## src/hdl/pump_lead_lag_controller_top_macros.svh

```systemverilog
// Assertion macros shared by the pump lead/lag controller RTL.
// Depends on nothing; included by the modules that carry assertions.
`ifndef PUMP_LEAD_LAG_CONTROLLER_TOP_MACROS_SVH
`define PUMP_LEAD_LAG_CONTROLLER_TOP_MACROS_SVH

// Checks that a condition holds at every clock edge outside reset.
`define PLLC_ASSERT(lbl, clk, rst, prop) \
   lbl: assert property (@(posedge clk) disable iff (rst) (prop)) \
      else $error("pllc assertion failed");

// Checks that a consequence holds in the cycle of its antecedent.
`define PLLC_ASSERT_IMPL(lbl, clk, rst, ante, cons) \
   lbl: assert property (@(posedge clk) disable iff (rst) (ante) |-> (cons)) \
      else $error("pllc implication failed");

`endif

```

## src/hdl/pllc_pkg.sv

```systemverilog
// Types and constants of the pump lead/lag controller.
// Depends on nothing; imported by pllc_front, pllc_back, the top level and the bench.
`default_nettype none

package pllc_pkg;

   localparam int NUM_PUMPS = 3;
   localparam int SUM_W     = 21;
   localparam int REM_W     = 16;
   localparam int HOUR_W    = 32;
   localparam int RECIP_W   = 22;
   localparam int LIMIT_W   = 16;
   localparam int CSR_W     = 32;
   localparam int CSR_ADDR_W = 3;

   localparam logic [1:0] SEL_A    = 2'd0;
   localparam logic [1:0] SEL_C    = 2'd2;
   localparam logic [1:0] SEL_NONE = 2'd3;

   localparam logic [2:0] MODE_NONE  = 3'd0;
   localparam logic [2:0] MODE_SMALL = 3'd1;
   localparam logic [2:0] MODE_LARGE = 3'd2;
   localparam logic [2:0] MODE_BOTH  = 3'd3;
   localparam logic [2:0] MODE_ALL   = 3'd4;

   localparam logic [1:0] CMD_UNKNOWN = 2'd0;
   localparam logic [1:0] CMD_RUN     = 2'd1;
   localparam logic [1:0] CMD_STOP    = 2'd2;

   localparam logic REQ_TICK = 1'b0;
   localparam logic REQ_MODE = 1'b1;

   localparam logic [15:0] STAT_RUN_FWD = 16'd1;
   localparam logic [15:0] STAT_RUN_REV = 16'd2;
   localparam logic [15:0] STAT_STOPPED = 16'd3;

   localparam logic [LIMIT_W-1:0] ROT_LIMIT_RESET = 16'd600;
   localparam logic [0:0] CSR_ROT_LIMIT = 1'b0;

   typedef struct packed {
      logic        req_type;
      logic [19:0] elapsed_ms;
      logic [15:0] status_a;
      logic [15:0] status_b;
      logic [15:0] status_c;
      logic        auto_a;
      logic        auto_b;
      logic        auto_c;
      logic [2:0]  mode_value;
   } pllc_req_type;

   typedef struct packed {
      logic [1:0] pump_id;
      logic       run_cmd;
      logic [1:0] active_pump;
      logic [2:0] mode_now;
      logic       last;
   } pllc_rsp_type;

   typedef struct packed {
      logic                 is_mode;
      logic [19:0]          elapsed_ms;
      logic [NUM_PUMPS-1:0] running;
      logic [NUM_PUMPS-1:0] avail;
      logic [2:0]           mode_value;
   } pllc_item_type;

endpackage

`default_nettype wire

```

## src/hdl/pllc_fifo.sv

```systemverilog
// Small first-in first-out queue built from flip-flops.
// Depends on nothing; used for the decoded request queue and the result queue.
`default_nettype none

module pllc_fifo #(
   parameter int WIDTH = 8,
   parameter int DEPTH = 4
) (
   input  wire logic             clock,
   input  wire logic             reset,
   input  wire logic             wr_en,
   input  wire logic [WIDTH-1:0] wr_data,
   output logic                  full,
   input  wire logic             rd_en,
   output logic      [WIDTH-1:0] rd_data,
   output logic                  empty
);

   localparam int ADDR_W = (DEPTH > 1) ? $clog2(DEPTH) : 1;
   localparam int CNT_W  = $clog2(DEPTH + 1);
   localparam logic [ADDR_W-1:0] LAST_ADDR  = ADDR_W'(DEPTH - 1);
   localparam logic [CNT_W-1:0]  FULL_COUNT = CNT_W'(DEPTH);

   logic [WIDTH-1:0]  entry_ff [DEPTH];
   logic [ADDR_W-1:0] wr_ptr_ff, wr_ptr_in;
   logic [ADDR_W-1:0] rd_ptr_ff, rd_ptr_in;
   logic [CNT_W-1:0]  count_ff, count_in;
   logic              do_wr, do_rd;

   assign full    = (count_ff == FULL_COUNT);
   assign empty   = (count_ff == '0);
   assign do_wr   = wr_en && !full;
   assign do_rd   = rd_en && !empty;
   assign rd_data = entry_ff[rd_ptr_ff];

   always_comb begin
      wr_ptr_in = wr_ptr_ff;
      rd_ptr_in = rd_ptr_ff;
      count_in  = count_ff;
      if (do_wr) begin
         wr_ptr_in = (wr_ptr_ff == LAST_ADDR) ? '0 : wr_ptr_ff + 1'b1;
      end
      if (do_rd) begin
         rd_ptr_in = (rd_ptr_ff == LAST_ADDR) ? '0 : rd_ptr_ff + 1'b1;
      end
      if (do_wr && !do_rd) begin
         count_in = count_ff + 1'b1;
      end else if (do_rd && !do_wr) begin
         count_in = count_ff - 1'b1;
      end
   end

   always_ff @(posedge clock) begin
      if (reset) begin
         wr_ptr_ff <= '0;
         rd_ptr_ff <= '0;
         count_ff  <= '0;
      end else begin
         wr_ptr_ff <= wr_ptr_in;
         rd_ptr_ff <= rd_ptr_in;
         count_ff  <= count_in;
      end
   end

   always_ff @(posedge clock) begin
      if (do_wr) begin
         entry_ff[wr_ptr_ff] <= wr_data;
      end
   end

endmodule

`default_nettype wire

```

## src/hdl/pllc_front.sv

```systemverilog
// Front part: accepts requests, classifies each pump's status and queues the result.
// Depends on pllc_pkg and pllc_fifo.
`default_nettype none

module pllc_front
   import pllc_pkg::*;
#(
   parameter int DEPTH = 4
) (
   input  wire logic          clock,
   input  wire logic          reset,
   input  wire logic          push,
   output logic               full,
   input  wire pllc_req_type  req_payload,
   output logic               item_valid,
   output pllc_item_type      item,
   input  wire logic          item_pop
);

   localparam int ITEM_W = $bits(pllc_item_type);

   pllc_item_type         decoded;
   logic [ITEM_W-1:0]     head_bits;
   logic                  queue_empty;
   logic [15:0]           status [NUM_PUMPS];
   logic [NUM_PUMPS-1:0]  auto_flag;

   assign status[0]  = req_payload.status_a;
   assign status[1]  = req_payload.status_b;
   assign status[2]  = req_payload.status_c;
   assign auto_flag  = {req_payload.auto_c, req_payload.auto_b, req_payload.auto_a};

   always_comb begin
      decoded.is_mode    = (req_payload.req_type == REQ_MODE);
      decoded.elapsed_ms = req_payload.elapsed_ms;
      decoded.mode_value = req_payload.mode_value;
      for (int i = 0; i < NUM_PUMPS; i++) begin
         decoded.running[i] = (status[i] == STAT_RUN_FWD) || (status[i] == STAT_RUN_REV);
         decoded.avail[i]   = auto_flag[i] && ((status[i] == STAT_RUN_FWD) ||
                              (status[i] == STAT_RUN_REV) || (status[i] == STAT_STOPPED));
      end
   end

   pllc_fifo #(
      .WIDTH (ITEM_W),
      .DEPTH (DEPTH)
   ) u_queue (
      .clock   (clock),
      .reset   (reset),
      .wr_en   (push),
      .wr_data (decoded),
      .full    (full),
      .rd_en   (item_pop),
      .rd_data (head_bits),
      .empty   (queue_empty)
   );

   assign item_valid = !queue_empty;
   assign item       = pllc_item_type'(head_bits);

endmodule

`default_nettype wire

```

## src/hdl/pllc_back.sv

```systemverilog
// Back part: meters run time, picks and rotates the active pump, applies the
// mode fallback and emits changed commands. Depends on pllc_pkg and the macros.
`default_nettype none
`include "pump_lead_lag_controller_top_macros.svh"

module pllc_back
   import pllc_pkg::*;
#(
   parameter int MS_PER_CENTIHOUR = 36000
) (
   input  wire logic                clock,
   input  wire logic                reset,
   input  wire logic [LIMIT_W-1:0]  rot_limit,
   input  wire logic                item_valid,
   input  wire pllc_item_type       item,
   output logic                     item_pop,
   output logic                     rsp_push,
   output pllc_rsp_type             rsp_data,
   input  wire logic                rsp_full
);

   localparam int PROD_W = SUM_W + RECIP_W;
   localparam int FIX_W  = REM_W + 1;
   localparam logic [REM_W-1:0]   DIV   = REM_W'(MS_PER_CENTIHOUR);
   localparam logic [FIX_W-1:0]   DIV_X = FIX_W'(MS_PER_CENTIHOUR);
   localparam logic [FIX_W-1:0]   DIV2  = FIX_W'(2 * MS_PER_CENTIHOUR);
   localparam logic [RECIP_W-1:0] RECIP = RECIP_W'((64'd1 << SUM_W) / MS_PER_CENTIHOUR);

   typedef enum logic [4:0] {
      ST_IDLE = 5'b00001,
      ST_FIX  = 5'b00010,
      ST_ACC  = 5'b00100,
      ST_DEC  = 5'b01000,
      ST_EMIT = 5'b10000
   } state_type;

   state_type             state_ff, state_in;
   pllc_item_type         item_ff, item_in;
   logic [SUM_W-1:0]      sum_ff [NUM_PUMPS];
   logic [SUM_W-1:0]      sum_in [NUM_PUMPS];
   logic [SUM_W-1:0]      qest_ff [NUM_PUMPS];
   logic [SUM_W-1:0]      qest_in [NUM_PUMPS];
   logic [FIX_W-1:0]      rraw_ff [NUM_PUMPS];
   logic [FIX_W-1:0]      rraw_in [NUM_PUMPS];
   logic [REM_W-1:0]      rem_ff [NUM_PUMPS];
   logic [REM_W-1:0]      rem_in [NUM_PUMPS];
   logic [HOUR_W-1:0]     hour_ff [NUM_PUMPS];
   logic [HOUR_W-1:0]     hour_in [NUM_PUMPS];
   logic [HOUR_W-1:0]     act_hours_ff, act_hours_in;
   logic [1:0]            sel_ff, sel_in;
   logic [2:0]            mode_ff, mode_in;
   logic [1:0]            sent_ff [NUM_PUMPS];
   logic [1:0]            sent_in [NUM_PUMPS];
   logic [NUM_PUMPS-1:0]  want_ff, want_in;
   logic [NUM_PUMPS-1:0]  pend_ff, pend_in;
   logic                  rem_ok;
   logic                  fix_ok;

   always_comb begin
      logic [PROD_W-1:0]    prod;
      logic                 corr;
      logic [SUM_W-1:0]     q;
      logic [1:0]           sel;
      logic [2:0]           mode;
      logic [NUM_PUMPS-1:0] want;
      logic [NUM_PUMPS-1:0] change;
      logic [1:0]           cmd;
      logic [1:0]           pick;
      logic [NUM_PUMPS-1:0] rest;

      state_in     = state_ff;
      item_in      = item_ff;
      sum_in       = sum_ff;
      qest_in      = qest_ff;
      rraw_in      = rraw_ff;
      rem_in       = rem_ff;
      hour_in      = hour_ff;
      act_hours_in = act_hours_ff;
      sel_in       = sel_ff;
      mode_in      = mode_ff;
      sent_in      = sent_ff;
      want_in      = want_ff;
      pend_in      = pend_ff;
      item_pop     = 1'b0;
      rsp_push     = 1'b0;
      prod         = '0;
      corr         = 1'b0;
      q            = '0;
      sel          = sel_ff;
      mode         = mode_ff;
      want         = '0;
      change       = '0;
      cmd          = CMD_UNKNOWN;
      pick         = 2'd0;
      rest         = pend_ff;

      unique case (state_ff)
         ST_IDLE: begin
            if (item_valid) begin
               item_pop = 1'b1;
               if (item.is_mode) begin
                  mode_in = item.mode_value;
               end else begin
                  item_in = item;
                  for (int i = 0; i < NUM_PUMPS; i++) begin
                     sum_in[i]  = SUM_W'(rem_ff[i]) + SUM_W'(item.elapsed_ms);
                     prod       = PROD_W'(sum_in[i]) * PROD_W'(RECIP);
                     qest_in[i] = prod[SUM_W +: SUM_W];
                  end
                  state_in = ST_FIX;
               end
            end
         end
         ST_FIX: begin
            for (int i = 0; i < NUM_PUMPS; i++) begin
               rraw_in[i] = FIX_W'(sum_ff[i]) - FIX_W'(FIX_W'(qest_ff[i]) * DIV_X);
            end
            state_in = ST_ACC;
         end
         ST_ACC: begin
            for (int i = 0; i < NUM_PUMPS; i++) begin
               if (item_ff.running[i]) begin
                  corr       = (rraw_ff[i] >= DIV_X);
                  q          = qest_ff[i] + SUM_W'(corr);
                  rem_in[i]  = corr ? REM_W'(rraw_ff[i] - DIV_X) : REM_W'(rraw_ff[i]);
                  hour_in[i] = hour_ff[i] + HOUR_W'(q);
                  if ((sel_ff == 2'(i)) && item_ff.avail[i]) begin
                     act_hours_in = act_hours_ff + HOUR_W'(q);
                  end
               end
            end
            state_in = ST_DEC;
         end
         ST_DEC: begin
            if (sel == SEL_NONE) begin
               priority if (item_ff.avail[0] && item_ff.avail[2]) begin
                  sel = (hour_ff[0] <= hour_ff[2]) ? SEL_A : SEL_C;
               end else if (item_ff.avail[0]) begin
                  sel = SEL_A;
               end else if (item_ff.avail[2]) begin
                  sel = SEL_C;
               end else begin
                  sel = SEL_NONE;
               end
            end
            if (act_hours_ff > HOUR_W'(rot_limit)) begin
               if ((sel == SEL_A) && item_ff.avail[2]) begin
                  sel          = SEL_C;
                  act_hours_in = '0;
               end else if ((sel == SEL_C) && item_ff.avail[0]) begin
                  sel          = SEL_A;
                  act_hours_in = '0;
               end
            end
            if (((mode == MODE_SMALL) || (mode == MODE_BOTH)) &&
                !item_ff.avail[0] && !item_ff.avail[2]) begin
               mode = MODE_LARGE;
            end else if ((mode == MODE_LARGE) && !item_ff.avail[1]) begin
               mode = MODE_SMALL;
            end
            if (((mode == MODE_SMALL) || (mode == MODE_BOTH)) && (sel != SEL_NONE)) begin
               want[sel] = 1'b1;
            end
            if (((mode == MODE_LARGE) || (mode == MODE_BOTH)) && item_ff.avail[1]) begin
               want[1] = 1'b1;
            end
            if (mode == MODE_ALL) begin
               want = item_ff.avail;
            end
            for (int i = 0; i < NUM_PUMPS; i++) begin
               cmd        = want[i] ? CMD_RUN : CMD_STOP;
               change[i]  = (cmd != sent_ff[i]);
               sent_in[i] = cmd;
            end
            sel_in   = sel;
            mode_in  = mode;
            want_in  = want;
            pend_in  = change;
            state_in = (change != '0) ? ST_EMIT : ST_IDLE;
         end
         ST_EMIT: begin
            priority if (pend_ff[0]) begin
               pick = 2'd0;
            end else if (pend_ff[1]) begin
               pick = 2'd1;
            end else begin
               pick = 2'd2;
            end
            rest       = pend_ff;
            rest[pick] = 1'b0;
            if (!rsp_full) begin
               rsp_push = 1'b1;
               pend_in  = rest;
               if (rest == '0) begin
                  state_in = ST_IDLE;
               end
            end
         end
         default: begin
            state_in = ST_IDLE;
         end
      endcase

      rsp_data.pump_id     = pick + 2'd1;
      rsp_data.run_cmd     = want_ff[pick];
      rsp_data.active_pump = sel_ff;
      rsp_data.mode_now    = mode_ff;
      rsp_data.last        = (rest == '0);
   end

   always_ff @(posedge clock) begin
      if (reset) begin
         state_ff     <= ST_IDLE;
         act_hours_ff <= '0;
         sel_ff       <= SEL_NONE;
         mode_ff      <= MODE_SMALL;
         pend_ff      <= '0;
         for (int i = 0; i < NUM_PUMPS; i++) begin
            rem_ff[i]  <= '0;
            hour_ff[i] <= '0;
            sent_ff[i] <= CMD_UNKNOWN;
         end
      end else begin
         state_ff     <= state_in;
         act_hours_ff <= act_hours_in;
         sel_ff       <= sel_in;
         mode_ff      <= mode_in;
         pend_ff      <= pend_in;
         rem_ff       <= rem_in;
         hour_ff      <= hour_in;
         sent_ff      <= sent_in;
      end
   end

   always_ff @(posedge clock) begin
      item_ff <= item_in;
      sum_ff  <= sum_in;
      qest_ff <= qest_in;
      rraw_ff <= rraw_in;
      want_ff <= want_in;
   end

   assign rem_ok = (rem_ff[0] < DIV) && (rem_ff[1] < DIV) && (rem_ff[2] < DIV);
   assign fix_ok = (rraw_ff[0] < DIV2) && (rraw_ff[1] < DIV2) && (rraw_ff[2] < DIV2);

   `PLLC_ASSERT(a_rem_below_div, clock, reset, rem_ok)
   `PLLC_ASSERT_IMPL(a_fix_range, clock, reset, state_ff == ST_ACC, fix_ok)
   `PLLC_ASSERT_IMPL(a_push_in_emit, clock, reset, rsp_push, state_ff == ST_EMIT)
   `PLLC_ASSERT_IMPL(a_emit_has_work, clock, reset, state_ff == ST_EMIT, pend_ff != '0)

endmodule

`default_nettype wire

```

## src/hdl/pump_lead_lag_controller_top.sv

```systemverilog
// Channel   Ports                        Handshake
// request   push, full, req_payload      accepted on push && !full
// result    empty, pop, rsp_payload      taken on pop && !empty
// csr       psel, penable, pwrite, ...   written on psel && penable && pwrite
//
// A mode write request is taken in the back end's idle state. A tick passes the idle,
// fix, accumulate and decide states (metering by divide-by-reciprocal), then the emit
// state pushes one changed command per cycle while the result queue is not full.
// Requests and results wait in their own queues, so either side may stall.
// Reset is synchronous; no clearing pass follows.
// Top level of the pump lead/lag controller; depends on pllc_pkg, pllc_front,
// pllc_back and pllc_fifo.
`default_nettype none

module pump_lead_lag_controller_top
   import pllc_pkg::*;
#(
   parameter int MS_PER_CENTIHOUR = 36000,
   parameter int REQ_DEPTH        = 4,
   parameter int RSP_DEPTH        = 4
) (
   input  wire logic                   clock,
   input  wire logic                   reset,
   input  wire logic                   push,
   output logic                        full,
   input  wire pllc_req_type           req_payload,
   output logic                        empty,
   input  wire logic                   pop,
   output pllc_rsp_type                rsp_payload,
   input  wire logic                   psel,
   input  wire logic                   penable,
   input  wire logic                   pwrite,
   input  wire logic [CSR_ADDR_W-1:0]  paddr,
   input  wire logic [CSR_W-1:0]       pwdata,
   output logic      [CSR_W-1:0]       prdata,
   output logic                        pready
);

   localparam int RSP_W = $bits(pllc_rsp_type);

   logic [LIMIT_W-1:0] rot_limit_ff, rot_limit_in;
   logic               csr_write;
   logic               item_valid;
   pllc_item_type      item;
   logic               item_pop;
   logic               rsp_push;
   pllc_rsp_type       rsp_data;
   logic               rsp_full;
   logic [RSP_W-1:0]   rsp_bits;

   assign pready    = 1'b1;
   assign csr_write = psel && penable && pwrite && pready &&
                      (paddr[CSR_ADDR_W-1] == CSR_ROT_LIMIT);

   always_comb begin
      rot_limit_in = rot_limit_ff;
      if (csr_write) begin
         rot_limit_in = pwdata[LIMIT_W-1:0];
      end
      prdata = '0;
      if (paddr[CSR_ADDR_W-1] == CSR_ROT_LIMIT) begin
         prdata = CSR_W'(rot_limit_ff);
      end
   end

   always_ff @(posedge clock) begin
      if (reset) begin
         rot_limit_ff <= ROT_LIMIT_RESET;
      end else begin
         rot_limit_ff <= rot_limit_in;
      end
   end

   pllc_front #(
      .DEPTH (REQ_DEPTH)
   ) u_front (
      .clock       (clock),
      .reset       (reset),
      .push        (push),
      .full        (full),
      .req_payload (req_payload),
      .item_valid  (item_valid),
      .item        (item),
      .item_pop    (item_pop)
   );

   pllc_back #(
      .MS_PER_CENTIHOUR (MS_PER_CENTIHOUR)
   ) u_back (
      .clock      (clock),
      .reset      (reset),
      .rot_limit  (rot_limit_ff),
      .item_valid (item_valid),
      .item       (item),
      .item_pop   (item_pop),
      .rsp_push   (rsp_push),
      .rsp_data   (rsp_data),
      .rsp_full   (rsp_full)
   );

   pllc_fifo #(
      .WIDTH (RSP_W),
      .DEPTH (RSP_DEPTH)
   ) u_rsp_queue (
      .clock   (clock),
      .reset   (reset),
      .wr_en   (rsp_push),
      .wr_data (rsp_data),
      .full    (rsp_full),
      .rd_en   (pop),
      .rd_data (rsp_bits),
      .empty   (empty)
   );

   assign rsp_payload = pllc_rsp_type'(rsp_bits);

endmodule

`default_nettype wire

```

## config.mk

```make
export PLATFORM = sky130hd
export DESIGN_NAME = pump_lead_lag_controller_top
export DESIGN_NICKNAME = d
export VERILOG_FILES = /design/src/hdl/pllc_pkg.sv /design/src/hdl/pllc_fifo.sv /design/src/hdl/pllc_front.sv /design/src/hdl/pllc_back.sv /design/src/hdl/pump_lead_lag_controller_top.sv
export VERILOG_INCLUDE_DIRS = /design/src /design/src/hdl
export SDC_FILE = /design/constraint.sdc
export NUM_CORES = 2
export LEC_CHECK = 0
export ABC_AREA = 1
export BUFFER_PORTS_ARGS = -buffer_cell sky130_fd_sc_hd__buf_2
export CELL_PAD_IN_SITES_DETAIL_PLACEMENT = 0
export CELL_PAD_IN_SITES_GLOBAL_PLACEMENT = 1
export CORE_ASPECT_RATIO = 0.9
export CORE_MARGIN = 3
export CORE_UTILIZATION = 30
export CTS_BUF_LIST = sky130_fd_sc_hd__clkbuf_16
export CTS_CLUSTER_SIZE = 20
export DETAILED_ROUTE_END_ITERATION = 10
export PLACE_DENSITY_LB_ADDON = 0.2
export SLEW_MARGIN = 0
export SYNTH_ARGS = -nofsm -noshare
export SYNTH_HDL_FRONTEND = slang
export SYNTH_SLANG_ARGS = --single-unit
```

## constraint.sdc

```tcl
create_clock -name clock -period 6.3 [get_ports clock]
set_clock_uncertainty 0.2 [all_clocks]
set_input_delay 0 -clock clock [delete_from_list [all_inputs] [get_ports clock]]
set_output_delay 0 -clock clock [all_outputs]
set_load 0.01 [all_outputs]
```

==> results.json <==
{
  "status": "finished, final reports clean",
  "grtUsageTotal": 0.158,
  "drive_gt1_frac": 0.137,
  "wl_met2_um": 41600,
  "final_nets": 5069,
  "wire_per_inst_um": 16.1,
  "clockRootBuffer": "clkbuf_16",
  "m1WireLength_um": 49100,
  "setup_viol": 0,
  "die_w_um": 364,
  "gp_congestion": 0.811,
  "whs_path_depth": 3,
  "postSynthCellCount": 3969,
  "portBuffers": 125,
  "fp.dieH_um": 328,
  "cts_inserted_buffers": 57,
  "synth_edf_count": 285,
  "syn2layout_area_growth_pct": 22.5,
  "yosys.area.top_type": "edfxtp_1",
  "netlist.area_leader.share": 0.247,
  "drtIter0Drc": 1354,
  "yosysUniqueCellTypes": 71,
  "floorplan.die_area_um2": 120000,
  "path_max_fanout": 5,
  "synth-seq-cells": 482,
  "ioPinCount": 161,
  "finalHoldViolCount": 0,
  "min_period_over_period": 0.957,
  "clock_path_buffers": 3,
  "design_area_um2": 42400,
  "synthesis.area_um2": 34700,
  "pre_cts_ws_ns": -0.100,
  "cp.required_ns": 6.49,
  "yosysWarnings": 0,
  "worst_slew_margin_rel": 0.280,
  "dp_hpwl_um": 73300,
  "cap_violations": 0,
  "drtAntennaViolNets": 0,
  "slowest_delay_ns": 0.51,
  "seq_area_frac_synth": 0.361,
  "fmax_mhz": 166,
  "cp-end-kind": "flip-flop",
  "async_flop_share": 0,
  "synthTopCellsByCount": "inv_1 (698), nand2_1 (517), ha_1 (407)",
  "cpMaxStageDelayCell": "fa_1",
  "fin_crit_ns": 6.03,
  "criticalPathCategory": "reg2reg",
  "antenna_found_initial": 1,
  "cp_data_arrival_time_ns": 6.22,
  "cp-start-kind": "flip-flop",
  "htree_levels": 2,
  "synth_area_leaders": "edfxtp_1 (25%), ha_1 (15%), dfxtp_1 (11%)",
  "hold_class": "in2reg",
  "synth_area_per_cell_um2": 8.73,
  "fill_cells": 11800,
  "reg2regPathDepth": 36,
  "drc_errors": 0,
  "cts_sinks": 482,
  "initial_core_util": 0.304,
  "grt_pass1_vias": 26900,
  "num_antenna_cells": 0,
  "hold_path_end": "u_back.act_hours_ff[1]",
  "routed_wirelength_um": 95500,
  "synth_most_common_cell": "inv_1",
  "route.top_layer_used": "met4",
  "row_count": 117,
  "cts.clk_slew.worst_paths_ns": 0.06,
  "grt_max_degree": 69,
  "drv_slew": 0,
  "overflow": 0,
  "grt_pass1_wl_um": 150000,
  "synth_ff_type": "edfxtp_1",
  "worstHoldStart": "reset",
  "hold_slack_ns": 0.102,
  "clk_latency_ns": 0.65,
  "rrSetupSlack_ns": 0.27,
  "vias": 27400,
  "cts_tree": "built",
  "coreArea_um2": 114000,
  "r2r-end": "u_back.qest_ff[26]",
  "layout_setup_ws_ns": 0.270,
  "dr_wl_met3_um": 2880,
  "dpl_cell_area_um2": 38400,
  "tightest_slew_ns": 1.08,
  "vias_per_cell": 4.60,
  "drt_first_pass_iters": 5
}
placed cells by master, fill, tap and decap left out, types with 23 or more instances in the layout:
master,count
inv_1,700
nand2_1,504
ha_1,385
a21oi_1,316
nor2_1,308
edfxtp_1,285
o21ai_0,270
buf_4,201
dfxtp_1,195
xor2_1,136
fa_1,133
buf_2,125
dlygate4sd3_1,115
nand3_1,97
clkbuf_16,60
nor3_1,58
xnor2_1,51
nand4_1,39
nor4_1,34
o22ai_1,31
o21bai_1,23
registers in the layout (all words and copies together) (netlist names), 5 cells and up, named ones only:
name                      cells
u_front.u_queue.entry_ff    120
u_back.hour_ff               64
u_back.rraw_ff               51
u_back.sum_ff                51
u_back.rem_ff                48
u_rsp_queue.entry_ff         36
u_back.act_hours_ff          32
u_back.qest_ff               18
rot_limit_ff                 16
u_back.item_ff                6
u_back.sent_ff                6
u_back.state_ff               5
worst max-delay path, delay by kind of cell, from the launching register on:
kind / cells / cell delay, ns
AO/OA/AOI/OAI: 8 / 1.12
adder cells (fa/ha/maj): 5 / 1.81
buffers and inverters: 9 / 1.05
flip-flops: 1 / 0.40
XOR/XNOR: 2 / 0.28
AND/OR/NAND/NOR: 12 / 0.93
area by class of cell:
| cell class | instances | area, um2 | share of cell area |
|---|---|---|---|
| Inverter | 714 | 2690 | 0.0634 |
| Clock inverter | 50 | 551 | 0.0130 |
| Multi-Input combinational cell | 2697 | 19900 | 0.468 |
| Clock buffer | 57 | 1430 | 0.0336 |
| Timing Repair Buffer | 457 | 3550 | 0.0835 |
| Tap cell | 1487 | 1860 | 0.0438 |
| Sequential cell | 482 | 12500 | 0.295 |
worst max-delay path by stage:
stage,from,to,slack [ns],depth (start not counted)
final,flip-flop,u_back.qest_ff[26],0.27,36
after global routing,flip-flop,u_back.qest_ff[26],-0.06,37
after CTS,flip-flop,u_back.qest_ff[45],0.002,31
after detailed placement,flip-flop,u_back.qest_ff[5],-0.10,27
after global placement,flip-flop,u_back.qest_ff[5],-0.009,29
after floorplan,flip-flop,u_back.qest_ff[5],0.005,33
through the flow:
stage	std cells	util	TNS (ns)
2_1_floorplan	3984	-	0
3_3_place_gp	5700	0.337	-0.00935
3_5_place_dp	5700	0.337	-0.290
4_1_cts	5923	0.365	0
5_1_grt	5944	0.373	-0.173
6_report	5944	0.373	0
logic make-up after synthesis:
group | count (synthesis) | share of synthesized area
multiplexers | 1 | 0.000289
XOR/XNOR | 202 | 0.0511
adder cells (fa/ha/maj) | 543 | 0.226
AND/OR/NAND/NOR | 1124 | 0.141
flip-flops | 482 | 0.361
buffers and inverters | 805 | 0.0898
other | 2 | 0.000217
AO/OA/AOI/OAI | 810 | 0.131
layer usage:
metal | global-route usage | up-vias
met2 | 0.248 | 321
met5 | 0 | -
met3 | 0.0180 | 103
li1 | - | 14100
met1 | 0.234 | 12800
met4 | 0.0318 | 0
timing repair:
item / 4_1_cts / 5_1_grt
hold endpoints to repair: 196 / 0
setup buffers: 1 / 20
setup endpoints to repair: 7 / 18
gates resized for setup: 9 / 122
hold buffers: 115 / 0
cloned: 0 / 3
pin swaps: 0 / 60
Power is left out: the tool's default activity adds up to more than one toggle a clock period on the data nets, which glitch-free logic cannot reach.
